## config.mk

```make
export PLATFORM = sky130hd
export DESIGN_NAME = cascade_angle_speed_pid
export DESIGN_NICKNAME = d
export VERILOG_FILES = /design/src/rtl/caspid_pkg.sv /design/src/rtl/cascade_angle_speed_pid.sv /design/src/rtl/caspid_mul.sv /design/src/rtl/caspid_err.sv
export SDC_FILE = /design/constraint.sdc
export NUM_CORES = 2
export LEC_CHECK = 0
export BUFFER_PORTS_ARGS = -buffer_cell sky130_fd_sc_hd__clkbuf_2
export CORE_ASPECT_RATIO = 1.2
export CORE_MARGIN = 4
export CORE_UTILIZATION = 35
export CTS_CLUSTER_DIAMETER = 60
export CTS_CLUSTER_SIZE = 40
export DETAILED_ROUTE_END_ITERATION = 8
export GPL_TIMING_DRIVEN = 0
export PLACE_DENSITY = 0.48
export SYNTH_ARGS = -nofsm -noshare
export SYNTH_HDL_FRONTEND = slang
export SYNTH_HIERARCHICAL = 1
export SYNTH_SLANG_ARGS = --single-unit
```

## constraint.sdc

```tcl
create_clock -name clk_i -period 12.95 [get_ports clk_i]
set_input_delay 0 -clock clk_i [delete_from_list [all_inputs] [get_ports clk_i]]
set_output_delay 0 -clock clk_i [all_outputs]
set_load 0.05 [all_outputs]
```

## src/rtl/caspid_pkg.sv

```systemverilog
// Shared types, constants and tables for the cascaded angle and speed PID block.
`default_nettype none

package caspid_pkg;

  // Fixed-point format of signals and gains.
  localparam int unsigned FracBits = 16;

  // Field and register widths.
  localparam int unsigned DataW = 32;
  localparam int unsigned LimW  = 31;
  localparam int unsigned RpmW  = 16;
  localparam int unsigned CmdW  = 16;
  localparam int unsigned IdxW  = 4;
  localparam int unsigned InW   = 2 * DataW + RpmW;

  // Output saturation bound of the current command.
  localparam int unsigned CmdMax = 16384;

  // Speed feedback is rpm * 2^FbShift / 15; its magnitude stays below 2^(FbW-1).
  localparam int unsigned FbShift = 11 + FracBits;
  localparam int unsigned FbW     = 24 + FracBits;

  // Exact quotient by 15 for any 16-bit magnitude: (x * Recip15) >> RecipShift.
  localparam int unsigned RecipShift = 20;
  localparam int unsigned QuoW       = 12;
  localparam logic signed [DataW-1:0] Recip15 = 32'sd69906;

  // Product and accumulator widths.
  localparam int unsigned ProdW = 2 * DataW;
  localparam int unsigned TermW = ProdW - FracBits;
  localparam int unsigned SumW  = TermW + 2;

  // Register reset values.
  localparam logic signed [DataW-1:0] AngleKdRst  = 32'sd6554;
  localparam logic [LimW-1:0]         AngleLimRst = 31'd524288000;
  localparam logic signed [DataW-1:0] SpeedKpRst  = 32'sd655360;
  localparam logic signed [DataW-1:0] SpeedKiRst  = 32'sd32768;
  localparam logic [LimW-1:0]         SpeedLimRst = 31'd1048576000;

  typedef enum logic [IdxW-1:0] {
    REG_ANGLE_KP    = 4'd0,
    REG_ANGLE_KI    = 4'd1,
    REG_ANGLE_KD    = 4'd2,
    REG_ANGLE_LIMIT = 4'd3,
    REG_SPEED_KP    = 4'd4,
    REG_SPEED_KI    = 4'd5,
    REG_SPEED_KD    = 4'd6,
    REG_SPEED_LIMIT = 4'd7
  } reg_idx_e;

  typedef enum logic [3:0] {
    S_IDLE,
    S_AERR,
    S_AP,
    S_AI,
    S_AD,
    S_AOUT,
    S_SERR,
    S_SP,
    S_SI,
    S_SD,
    S_SOUT,
    S_CMD
  } state_e;

  // Operands of one error, integral and derivative update.
  typedef struct packed {
    logic signed [FbW-1:0]   target;
    logic signed [FbW-1:0]   measured;
    logic signed [DataW-1:0] integ;
    logic signed [DataW-1:0] last;
    logic [LimW-1:0]         lim;
  } err_arg_t;

  typedef struct packed {
    logic signed [DataW-1:0] err;
    logic signed [DataW-1:0] acc;
    logic signed [DataW-1:0] der;
  } err_res_t;

  // floor(r * 2^FbShift / 15) for a remainder r of a division by 15.
  function automatic logic [FbShift-1:0] fb_frac(input logic [3:0] r);
    logic [FbShift-1:0] v;
    case (r)
      4'd1:    v = FbShift'((64'd1 << FbShift) / 64'd15);
      4'd2:    v = FbShift'((64'd2 << FbShift) / 64'd15);
      4'd3:    v = FbShift'((64'd3 << FbShift) / 64'd15);
      4'd4:    v = FbShift'((64'd4 << FbShift) / 64'd15);
      4'd5:    v = FbShift'((64'd5 << FbShift) / 64'd15);
      4'd6:    v = FbShift'((64'd6 << FbShift) / 64'd15);
      4'd7:    v = FbShift'((64'd7 << FbShift) / 64'd15);
      4'd8:    v = FbShift'((64'd8 << FbShift) / 64'd15);
      4'd9:    v = FbShift'((64'd9 << FbShift) / 64'd15);
      4'd10:   v = FbShift'((64'd10 << FbShift) / 64'd15);
      4'd11:   v = FbShift'((64'd11 << FbShift) / 64'd15);
      4'd12:   v = FbShift'((64'd12 << FbShift) / 64'd15);
      4'd13:   v = FbShift'((64'd13 << FbShift) / 64'd15);
      4'd14:   v = FbShift'((64'd14 << FbShift) / 64'd15);
      default: v = '0;
    endcase
    return v;
  endfunction

endpackage

`default_nettype wire

```

## src/rtl/cascade_angle_speed_pid.sv

```systemverilog
// Top level of the cascaded angle and speed PID current controller.
//
// One input beat on the s_axis channel carries a control tick: target angle,
// measured angle (both Q16.16 degrees) and motor speed in rpm. The outer angle
// loop produces a speed setpoint; the inner speed loop compares it against the
// speed feedback rpm * 8192 / 60 and produces a current command that is
// truncated toward zero and saturated to plus or minus 16384. Exactly one
// output beat on the m_axis channel follows each input beat.
// The sequencer takes one step per product term on the single shared 32x32
// multiplier, plus the two error updates, the two output clamps and the final
// command step; the feedback scaling overlaps the angle error step. The input
// is ready only while idle, so a new tick waits for the last one; it is ready
// again in the cycle the command appears. A finished command sits in an output
// register; the next tick is accepted while it waits, and the sequencer only
// holds at its last step when that register is still full. A stalled receiver
// therefore stalls the input after at most one further tick. Reset clears both
// loops' integrals and previous errors, loads the default gains and limits,
// and empties the output register. Gains and limits are to be written
// through the cfg port only while the block is idle; this is not enforced.
`default_nettype none

module cascade_angle_speed_pid (
  input  logic                               clk_i,
  input  logic                               rst_ni,
  // Input beat: target_angle [31:0], measured_angle [63:32], shaft_rpm [79:64].
  input  logic                               s_axis_tvalid_i,
  output logic                               s_axis_tready_o,
  input  logic [caspid_pkg::InW-1:0]         s_axis_tdata_i,
  // Output beat: drive_current [15:0].
  output logic                               m_axis_tvalid_o,
  input  logic                               m_axis_tready_i,
  output logic [caspid_pkg::CmdW-1:0]        m_axis_tdata_o,
  // Register write port.
  input  logic                               cfg_we_i,
  input  logic [caspid_pkg::IdxW-1:0]        cfg_index_i,
  input  logic [caspid_pkg::DataW-1:0]       cfg_data_i
);
  import caspid_pkg::*;

  state_e state_q, state_d;

  // Gains and limits.
  logic signed [DataW-1:0] angle_kp_q, angle_ki_q, angle_kd_q;
  logic signed [DataW-1:0] speed_kp_q, speed_ki_q, speed_kd_q;
  logic [LimW-1:0]         angle_limit_q, speed_limit_q;

  // Loop state.
  logic signed [DataW-1:0] angle_int_q, angle_last_q;
  logic signed [DataW-1:0] speed_int_q, speed_last_q;

  // Working registers of one tick.
  logic signed [DataW-1:0] tgt_q, meas_q;
  logic signed [RpmW-1:0]  rpm_q;
  logic signed [DataW-1:0] err_q, acc_q, der_q;
  logic signed [FbW-1:0]   fb_q;
  logic signed [SumW-1:0]  sum_q;
  logic signed [DataW-1:0] sp_q, so_q;

  logic                    out_valid_q;
  logic [CmdW-1:0]         out_data_q;

  // Shared units.
  logic signed [DataW-1:0] mul_a, mul_b;
  logic signed [ProdW-1:0] prod;
  err_arg_t                err_arg;
  err_res_t                err_res;

  // Datapath terms.
  logic                    in_fire;
  logic                    out_load;
  logic [RpmW:0]           rpm_abs;
  logic [RpmW-1:0]         rpm_mag;
  logic [QuoW-1:0]         quo;
  logic [RpmW-1:0]         rem_full;
  logic [FbW-2:0]          fb_mag;
  logic signed [FbW-1:0]   fb_next;
  logic signed [TermW-1:0] term;
  logic signed [SumW-1:0]  term_ext;
  logic signed [SumW-1:0]  sum_tot;
  logic [DataW:0]          so_abs;
  logic [DataW:0]          cmd_abs;
  logic [CmdW-1:0]         cmd_sat;
  logic [CmdW-1:0]         cmd;

  // Clamp an accumulated sum to plus or minus the loop limit.
  function automatic logic signed [DataW-1:0] clamp_lim(input logic signed [SumW-1:0] v,
                                                         input logic [LimW-1:0] lim);
    logic signed [SumW-1:0] hi;
    logic signed [SumW-1:0] lo;
    logic signed [DataW-1:0] r;
    hi = $signed(SumW'(lim));
    lo = -hi;
    if (v > hi) begin
      r = hi[DataW-1:0];
    end else if (v < lo) begin
      r = lo[DataW-1:0];
    end else begin
      r = v[DataW-1:0];
    end
    return r;
  endfunction

  caspid_mul u_mul (
    .clk_i  (clk_i),
    .a_i    (mul_a),
    .b_i    (mul_b),
    .prod_o (prod)
  );

  caspid_err u_err (
    .arg_i (err_arg),
    .res_o (err_res)
  );

  assign s_axis_tready_o = (state_q == S_IDLE);
  assign in_fire         = s_axis_tvalid_i && s_axis_tready_o;
  assign m_axis_tvalid_o = out_valid_q;
  assign m_axis_tdata_o  = out_data_q;

  // Next-state logic of the sequencer.
  always_comb begin
    state_d = state_q;
    case (state_q)
      S_IDLE:  if (s_axis_tvalid_i) state_d = S_AERR;
      S_AERR:  state_d = S_AP;
      S_AP:    state_d = S_AI;
      S_AI:    state_d = S_AD;
      S_AD:    state_d = S_AOUT;
      S_AOUT:  state_d = S_SERR;
      S_SERR:  state_d = S_SP;
      S_SP:    state_d = S_SI;
      S_SI:    state_d = S_SD;
      S_SD:    state_d = S_SOUT;
      S_SOUT:  state_d = S_CMD;
      S_CMD:   if (!out_valid_q || m_axis_tready_i) state_d = S_IDLE;
      default: state_d = S_IDLE;
    endcase
  end

  // Operand selection for the shared multiplier and error unit.
  always_comb begin
    mul_a            = '0;
    mul_b            = '0;
    err_arg.target   = FbW'(tgt_q);
    err_arg.measured = FbW'(meas_q);
    err_arg.integ    = angle_int_q;
    err_arg.last     = angle_last_q;
    err_arg.lim      = angle_limit_q;
    out_load         = 1'b0;
    case (state_q)
      S_AERR: begin
        mul_a = $signed(DataW'(rpm_mag));
        mul_b = Recip15;
      end
      S_AP: begin
        mul_a = angle_kp_q;
        mul_b = err_q;
      end
      S_AI: begin
        mul_a = angle_ki_q;
        mul_b = acc_q;
      end
      S_AD: begin
        mul_a = angle_kd_q;
        mul_b = der_q;
      end
      S_SERR: begin
        err_arg.target   = FbW'(sp_q);
        err_arg.measured = fb_q;
        err_arg.integ    = speed_int_q;
        err_arg.last     = speed_last_q;
        err_arg.lim      = speed_limit_q;
      end
      S_SP: begin
        mul_a = speed_kp_q;
        mul_b = err_q;
      end
      S_SI: begin
        mul_a = speed_ki_q;
        mul_b = acc_q;
      end
      S_SD: begin
        mul_a = speed_kd_q;
        mul_b = der_q;
      end
      S_CMD:   out_load = !out_valid_q || m_axis_tready_i;
      default: ;
    endcase
  end

  // Speed feedback: |rpm| = 15 * quo + rem, so the scaled value is
  // quo * 2^FbShift plus a table entry for the remainder.
  always_comb begin
    rpm_abs  = rpm_q[RpmW-1] ? -{rpm_q[RpmW-1], rpm_q} : {rpm_q[RpmW-1], rpm_q};
    rpm_mag  = rpm_abs[RpmW-1:0];
    quo      = prod[RecipShift +: QuoW];
    rem_full = rpm_mag - (RpmW'({quo, 4'b0000}) - RpmW'(quo));
    fb_mag   = ((FbW-1)'(quo) << FbShift) + (FbW-1)'(fb_frac(rem_full[3:0]));
    fb_next  = rpm_q[RpmW-1] ? -$signed({1'b0, fb_mag}) : $signed({1'b0, fb_mag});
  end

  // Product term, floored by the arithmetic shift, and the running sum.
  always_comb begin
    term     = prod[ProdW-1:FracBits];
    term_ext = SumW'(term);
    sum_tot  = sum_q + term_ext;
  end

  // Truncate the speed output toward zero and saturate it.
  always_comb begin
    so_abs  = so_q[DataW-1] ? -{so_q[DataW-1], so_q} : {so_q[DataW-1], so_q};
    cmd_abs = so_abs >> FracBits;
    cmd_sat = (cmd_abs > (DataW+1)'(CmdMax)) ? CmdW'(CmdMax) : cmd_abs[CmdW-1:0];
    cmd     = so_q[DataW-1] ? -cmd_sat : cmd_sat;
  end

  // Control state, registers and loop state.
  always_ff @(posedge clk_i or negedge rst_ni) begin
    if (!rst_ni) begin
      state_q       <= S_IDLE;
      out_valid_q   <= 1'b0;
      angle_kp_q    <= '0;
      angle_ki_q    <= '0;
      angle_kd_q    <= AngleKdRst;
      angle_limit_q <= AngleLimRst;
      speed_kp_q    <= SpeedKpRst;
      speed_ki_q    <= SpeedKiRst;
      speed_kd_q    <= '0;
      speed_limit_q <= SpeedLimRst;
      angle_int_q   <= '0;
      angle_last_q  <= '0;
      speed_int_q   <= '0;
      speed_last_q  <= '0;
    end else begin
      state_q <= state_d;

      if (out_load) begin
        out_valid_q <= 1'b1;
      end else if (m_axis_tready_i) begin
        out_valid_q <= 1'b0;
      end

      if (state_q == S_AERR) begin
        angle_int_q  <= err_res.acc;
        angle_last_q <= err_res.err;
      end
      if (state_q == S_SERR) begin
        speed_int_q  <= err_res.acc;
        speed_last_q <= err_res.err;
      end

      if (cfg_we_i) begin
        case (reg_idx_e'(cfg_index_i))
          REG_ANGLE_KP:    angle_kp_q    <= cfg_data_i;
          REG_ANGLE_KI:    angle_ki_q    <= cfg_data_i;
          REG_ANGLE_KD:    angle_kd_q    <= cfg_data_i;
          REG_ANGLE_LIMIT: angle_limit_q <= cfg_data_i[LimW-1:0];
          REG_SPEED_KP:    speed_kp_q    <= cfg_data_i;
          REG_SPEED_KI:    speed_ki_q    <= cfg_data_i;
          REG_SPEED_KD:    speed_kd_q    <= cfg_data_i;
          REG_SPEED_LIMIT: speed_limit_q <= cfg_data_i[LimW-1:0];
          default: ;
        endcase
      end
    end
  end

  // Working registers of the current tick.
  always_ff @(posedge clk_i) begin
    if (in_fire) begin
      tgt_q  <= s_axis_tdata_i[DataW-1:0];
      meas_q <= s_axis_tdata_i[2*DataW-1:DataW];
      rpm_q  <= s_axis_tdata_i[InW-1:2*DataW];
    end
    if (state_q == S_AERR || state_q == S_SERR) begin
      err_q <= err_res.err;
      acc_q <= err_res.acc;
      der_q <= err_res.der;
    end
    if (state_q == S_AP) begin
      fb_q <= fb_next;
    end
    if (state_q == S_AI || state_q == S_SI) begin
      sum_q <= term_ext;
    end
    if (state_q == S_AD || state_q == S_SD) begin
      sum_q <= sum_tot;
    end
    if (state_q == S_AOUT) begin
      sp_q <= clamp_lim(sum_tot, angle_limit_q);
    end
    if (state_q == S_SOUT) begin
      so_q <= clamp_lim(sum_tot, speed_limit_q);
    end
    if (out_load) begin
      out_data_q <= cmd;
    end
  end

`ifndef SYNTHESIS
  // An accepted tick always starts with the angle error step.
  assert property (@(posedge clk_i) disable iff (!rst_ni)
    in_fire |=> state_q == S_AERR)
    else $error("accepted tick did not start the angle loop");

  // A command stays in the last step while the output register is blocked.
  assert property (@(posedge clk_i) disable iff (!rst_ni)
    (state_q == S_CMD && out_valid_q && !m_axis_tready_i) |=> state_q == S_CMD)
    else $error("command step left while the output was blocked");

  // The command on the output never leaves the saturation range.
  assert property (@(posedge clk_i) disable iff (!rst_ni)
    m_axis_tvalid_o |-> ($signed(m_axis_tdata_o) <= $signed(CmdW'(CmdMax)) &&
                         $signed(m_axis_tdata_o) >= -$signed(CmdW'(CmdMax))))
    else $error("drive current outside the saturation range");

  // Each loop's integral is inside its limit right after its update.
  assert property (@(posedge clk_i) disable iff (!rst_ni)
    state_q == S_AP |->
      ($signed({angle_int_q[DataW-1], angle_int_q}) <= $signed({2'b00, angle_limit_q}) &&
       $signed({angle_int_q[DataW-1], angle_int_q}) >= -$signed({2'b00, angle_limit_q})))
    else $error("angle integral beyond its limit");

  assert property (@(posedge clk_i) disable iff (!rst_ni)
    state_q == S_SP |->
      ($signed({speed_int_q[DataW-1], speed_int_q}) <= $signed({2'b00, speed_limit_q}) &&
       $signed({speed_int_q[DataW-1], speed_int_q}) >= -$signed({2'b00, speed_limit_q})))
    else $error("speed integral beyond its limit");
`endif

endmodule

`default_nettype wire

```

## src/rtl/caspid_mul.sv

```systemverilog
// Shared signed 32x32 multiplier with a registered product.
`default_nettype none

module caspid_mul (
  input  logic                                   clk_i,
  input  logic signed [caspid_pkg::DataW-1:0]    a_i,
  input  logic signed [caspid_pkg::DataW-1:0]    b_i,
  output logic signed [caspid_pkg::ProdW-1:0]    prod_o
);
  import caspid_pkg::*;

  always_ff @(posedge clk_i) begin
    prod_o <= a_i * b_i;
  end

endmodule

`default_nettype wire

```

## src/rtl/caspid_err.sv

```systemverilog
// Error, clamped integral and derivative update shared by both PID loops.
`default_nettype none

module caspid_err (
  input  caspid_pkg::err_arg_t arg_i,
  output caspid_pkg::err_res_t res_o
);
  import caspid_pkg::*;

  logic signed [FbW:0]   diff;
  logic signed [DataW:0] acc_sum;
  logic signed [DataW:0] der_sum;
  logic signed [DataW:0] lim_pos;
  logic signed [DataW:0] lim_neg;

  // Saturate a wide signed value to the 32-bit signed range.
  function automatic logic signed [DataW-1:0] sat_data(input logic signed [FbW:0] v);
    logic signed [DataW-1:0] r;
    if (v[FbW:DataW-1] == '0 || v[FbW:DataW-1] == '1) begin
      r = v[DataW-1:0];
    end else if (v[FbW]) begin
      r = {1'b1, {(DataW-1){1'b0}}};
    end else begin
      r = {1'b0, {(DataW-1){1'b1}}};
    end
    return r;
  endfunction

  always_comb begin
    diff      = {arg_i.target[FbW-1], arg_i.target} - {arg_i.measured[FbW-1], arg_i.measured};
    res_o.err = sat_data(diff);

    lim_pos = $signed({2'b00, arg_i.lim});
    lim_neg = -lim_pos;
    acc_sum = {arg_i.integ[DataW-1], arg_i.integ} + {res_o.err[DataW-1], res_o.err};
    if (acc_sum > lim_pos) begin
      res_o.acc = lim_pos[DataW-1:0];
    end else if (acc_sum < lim_neg) begin
      res_o.acc = lim_neg[DataW-1:0];
    end else begin
      res_o.acc = acc_sum[DataW-1:0];
    end

    der_sum   = {res_o.err[DataW-1], res_o.err} - {arg_i.last[DataW-1], arg_i.last};
    res_o.der = sat_data((FbW+1)'(der_sum));
  end

endmodule

`default_nettype wire
```

* Word level (Yosys, flattened, before mapping) *
Memories as Yosys holds them, arrays and structs flattened.
Index checks and enable logic that the tools add are counted.

cells by class
  eq/ne operators = 22
  reduce and logical (&&, ||, !) cells = 26
  multipliers = 1
  $lt $le $gt $ge = 7
  add/sub/neg operators = 14
  muxes and demuxes = 26

operator list
  operator                                         number
  32-bit two-way mux                               8
  32-bit case mux with 7 select lines              1
  175-bit two-way mux                              1
  32-bit case mux with 4 select lines              1
  50-bit by 32-bit > comparator with 1-bit output  2
  50-bit < comparator                              2
  50-bit two-way mux                               2
  31-bit negator with 50-bit output                2
  32-bit by 32-bit multiplier with 64-bit output   1
  31-bit two-way mux                               2
  50-bit by 48-bit adder with 50-bit output        1
  16-bit two-way mux                               3
  4-bit case mux with 12 select lines              1
  40-bit by 40-bit subtractor with 41-bit output   1
  39-bit negator with 40-bit output                1
  39-bit by 27-bit adder with 39-bit output        1
  39-bit two-way mux                               1
  32-bit by 32-bit adder with 33-bit output        1
  33-bit by 32-bit > comparator with 1-bit output  1
  33-bit < comparator                              1
  33-bit two-way mux                               1
  31-bit negator with 33-bit output                1
  33-bit negator                                   1
  32-bit by 32-bit subtractor with 33-bit output   1
  20 further kinds                                 58

word-level totals
  flip-flop bits (word level) = 797
  word-level logic and storage cells = 126
  memories = 1
  bits of input ports = 121
  output and inout bits = 18
  ROM bits = 432

memories
  name             depth  bits a word  rd ports  clocked after memory_dff  wr ports  line              source
  (no name shown)  16     27           1         0                         0         caspid_pkg.sv:85  case (r)

* Depth between registers and ports, before layout *
  word-level depth = 10
  mapped depth = 51
  mapped depth without buffers = 43

* Modules after synthesis *
Netlist, hierarchy kept.

modules (own cells, without submodules)
  module                   cells an instance  area an instance (um^2)  sequential area each (um^2)  times used
  cascade_angle_speed_pid  4148               40003.4                  19561.3                      1
  caspid_mul               3997               37761.2                  1281.2                       1
  caspid_err               1260               8732.1                   0.0                          1

* Least setup slack after synthesis *
OpenSTA, ideal clock, no wires.

  path type = register to register
  start point = register state_q[0]
  end point = register acc_q[19] (data pin)
  setup time = 265 ps
  stages on the path, launching flop included = 43
  period minus slack after synthesis = 10021 ps
  setup slack = 2929 ps
  required time = 12685 ps
  arrival time = 9756 ps
  buffers on the path = 5
  path through = dfrtp_1 > clkbuf_1 > nand2b_1 > nor2_1 > clkbuf_1 > clkbuf_1 > nand2_1 > nand2_1 > ha_1 > inv_1 > fa_1 > a211o_1 > a2111oi_2 > o21ai_1 > a2111oi_2 > nor3b_1 > mux2i_1 > a311o_1 > [7 not listed] > o22a_1 > a21oi_1 > o21ai_0 > a41oi_1 > o21a_1 > xnor2_1 > ha_1 > a21o_1 > a21oi_1 > nor2b_1 > o21ai_0 > nand2b_1 > a221oi_1 > a41oi_1 > o31ai_1 > clkbuf_1 > o21ai_0 > a22o_1

RTL lines
  element                 line                            source
  from (decl)             cascade_angle_speed_pid.sv:40   state_e state_q, state_d;
  from (signal assigned)  cascade_angle_speed_pid.sv:235  state_q <= state_d;
  to (signal assigned)    cascade_angle_speed_pid.sv:277  acc_q <= err_res.acc;
  to (decl)               cascade_angle_speed_pid.sv:54   logic signed [DataW-1:0] err_q, acc_q, der_q;

* Worst setup path after layout *
  start point = register state_q[2]
  end point = register u_mul/prod_o[51] (netlist name)

between the ends
  longest elaborated chain between the ends = 4
  elaborated cells on any way between the ends = 13
  those cells by class = mul (1); eq/ne (7); mux (2); reduce/logical (3)

ends and longest elaborated chain
  element                                                                       line                            source
  4-bit by 3-bit equality test with 1-bit output, or another cell as far along  cascade_angle_speed_pid.sv:150  case (state_q)
  2-bit OR reduction (no line)                                                  --
  32-bit case mux with 4 select lines (*)                                       cascade_angle_speed_pid.sv:150
  named net mul_b[9]                                                            cascade_angle_speed_pid.sv:63   logic signed [DataW-1:0] mul_a, mul_b;
  32-bit by 32-bit multiplier with 64-bit output (*)                            caspid_mul.sv:13                prod_o <= a_i * b_i;
  to (signal assigned)                                                          caspid_mul.sv:13
  to (decl)                                                                     caspid_mul.sv:8                 output logic signed [caspid_pkg::ProdW-1:0] prod_o

Mark *: on every way through the listed nets, which the timed path passes. The rest lies on a longest branch.
A chain may end at the register's enable or synchronous reset.

==> results.json <==
{
  "outcome": "complete, but fails checks",
  "violations": "capacitance limit, slew limit",
  "fmax_mhz": 77.27,
  "netlist_instances": 9365,
  "setup_viol": 0,
  "drv_slew": 8,
  "htreeDepth": 3,
  "path_class": "reg -> reg",
  "portBuffers": 136,
  "seq_area_um2": 20520,
  "largestRegisters": "sum_q: 50 flops, u_mul/prod_o: 48 flops",
  "arrival_ps": 13530,
  "cp.required_ps": 13540,
  "maxCapViolations": 3,
  "grt_busiest_layer": "met2",
  "overflow": 0,
  "vias": 70270,
  "critPathMaxStageDelay_ps": 1500,
  "largest_reg_flops": 50,
  "mostFrequentLayoutCell": "nand2_1",
  "met3_usage_pct": 3.530,
  "hp-class": "in -> reg",
  "netlist_area_um2": 86010,
  "cts_tree": "built",
  "cpMaxStageDelayCell": "a222oi_1",
  "drcViolationCount": 0,
  "use_met2_pct": 47.07,
  "grt_pass1_vias": 73230,
  "rsz0062_at_grt": "false",
  "fin_ws_ps": 8.253,
  "syn_to_final_growth_pct": 11.56,
  "rows": 199,
  "die_area_um2": 253800,
  "dr.first_iter.drc_count": 5544,
  "syn-num-nets": 11140,
  "crit_path_start_kind": "flop",
  "finClkSkew_ps": 53.39,
  "drtPass1Iterations": 8,
  "wl_per_cell_um": 26.53,
  "hold_violations": 0,
  "layout_common_cells": "nand2_1 (1755), inv_1 (1207), fa_1 (1085), ha_1 (562), and2_1 (536)",
  "regMostFlops": "sum_q",
  "grt_max_degree": 110,
  "routabilityCongestion": 0.9911,
  "clock_latency_ps": 710,
  "finalWirelength_um": 346600,
  "placed_area_um2": 91190,
  "nFillCells": 24610,
  "stdcell_area_um2": 95960,
  "crit_path_frequent_cell": "fa_1",
  "period_minus_slack_ps": 12940,
  "cts_buffer_depth": 3,
  "syn_area_per_cell_um2": 9.185,
  "dp_hpwl_um": 289100,
  "grt_usage_pct": 27.14,
  "yosysWarnings": 6,
  "drive_gt1_share_pct": 7.337,
  "path_clk_slew_ps": 90,
  "coreArea_um2": 244800,
  "cp_max_fo": 10,
  "fin_crit_sh_pct": 99.94,
  "antenna_left": 0,
  "die_h_um": 551.1,
  "io_pins": 139,
  "dp_slack_ps": -1513,
  "finalNetCount": 11550,
  "antenna_found_initial": 16,
  "cts_buffers": 72,
  "cts-root-buf": "clkbuf_16",
  "cp-end-kind": "flop",
  "grt_pass1_wl_um": 503400,
  "clock_sinks": 763,
  "drt-vias-per-instance": 5.378,
  "multi_input_area_um2": 59280,
  "slew_headroom_pct": -16.99,
  "start_util_pct": 35.14,
  "finalHoldWorstSlack_ps": 58.94,
  "post_cts_buffers": 0,
  "die_x_um": 460.5,
  "worst_pin_slew_ps": 1755,
  "gr-usage-met1_pct": 32.69
}
==> worst paths after layout <==
path | start | to | slack, ps | depth (start not counted)
min in group asynchronous | rst_ni | angle_last_q[8] | 450 | 4
max in group asynchronous | rst_ni | angle_limit_q[13] | 11360 | 5
worst min register to register | speed_last_q[15] | speed_last_q[15] | 480 | 2
worst max-delay path | state_q[2] | u_mul/prod_o[51] | 8 | 30
worst max register to register | state_q[2] | u_mul/prod_o[51] | 8 | 30
worst min-delay path | s_axis_tdata_i[79] | rpm_q[15] | 60 | 2
==> routing by layer <==
layer	up-vias	part of all wire, %
met5	-	0.012
met4	6	6.5
met3	666	5.2
met2	2333	49
met1	35810	39
li1	31460	-
==> final cells by class <==
class	instances	share of cell area (%)
clock buffers	78	1.945
diodes	9	0.02347
plain buffers	470	1.992
flip-flops and latches	763	21.39
well taps	3216	4.193
multi-input cells	6912	61.78
clock inverters	56	0.9010
inverters	1215	4.757
repair buffers	347	3.024
==> worst max-delay path: cells and delay by family, from the launching register on <==
| family | cells | cell delay (ps) |
|---|---|---|
| AOI/OAI and AO/OA | 4 | 2990 |
| adders and majority gates | 9 | 4490 |
| buffers and inverters | 8 | 2470 |
| DFF | 1 | 360 |
| and+or+nand+nor | 8 | 2290 |
| xor gates and xnor gates | 1 | 190 |
==> what timing repair did <==
action,CTS,global route
resized for setup,23,45
pin swaps,2,6
endpoints found under the hold margin,472,0
endpoints found under the setup margin,115,106
hold buffers,175,0
==> per-stage QoR <==
stage               utilization (%)  cells  TNS [ps]
detailed placement            37.26  12750   -131230
global placement              37.07  12720   -228880
floorplan                         -   9365         0
CTS                           39.12  13050         0
global route                  39.20  13060         0
finish                        39.21  13070         0
Power is not shown: default switching activity piles up to over one toggle a cycle in this logic, so the estimate is an artifact.
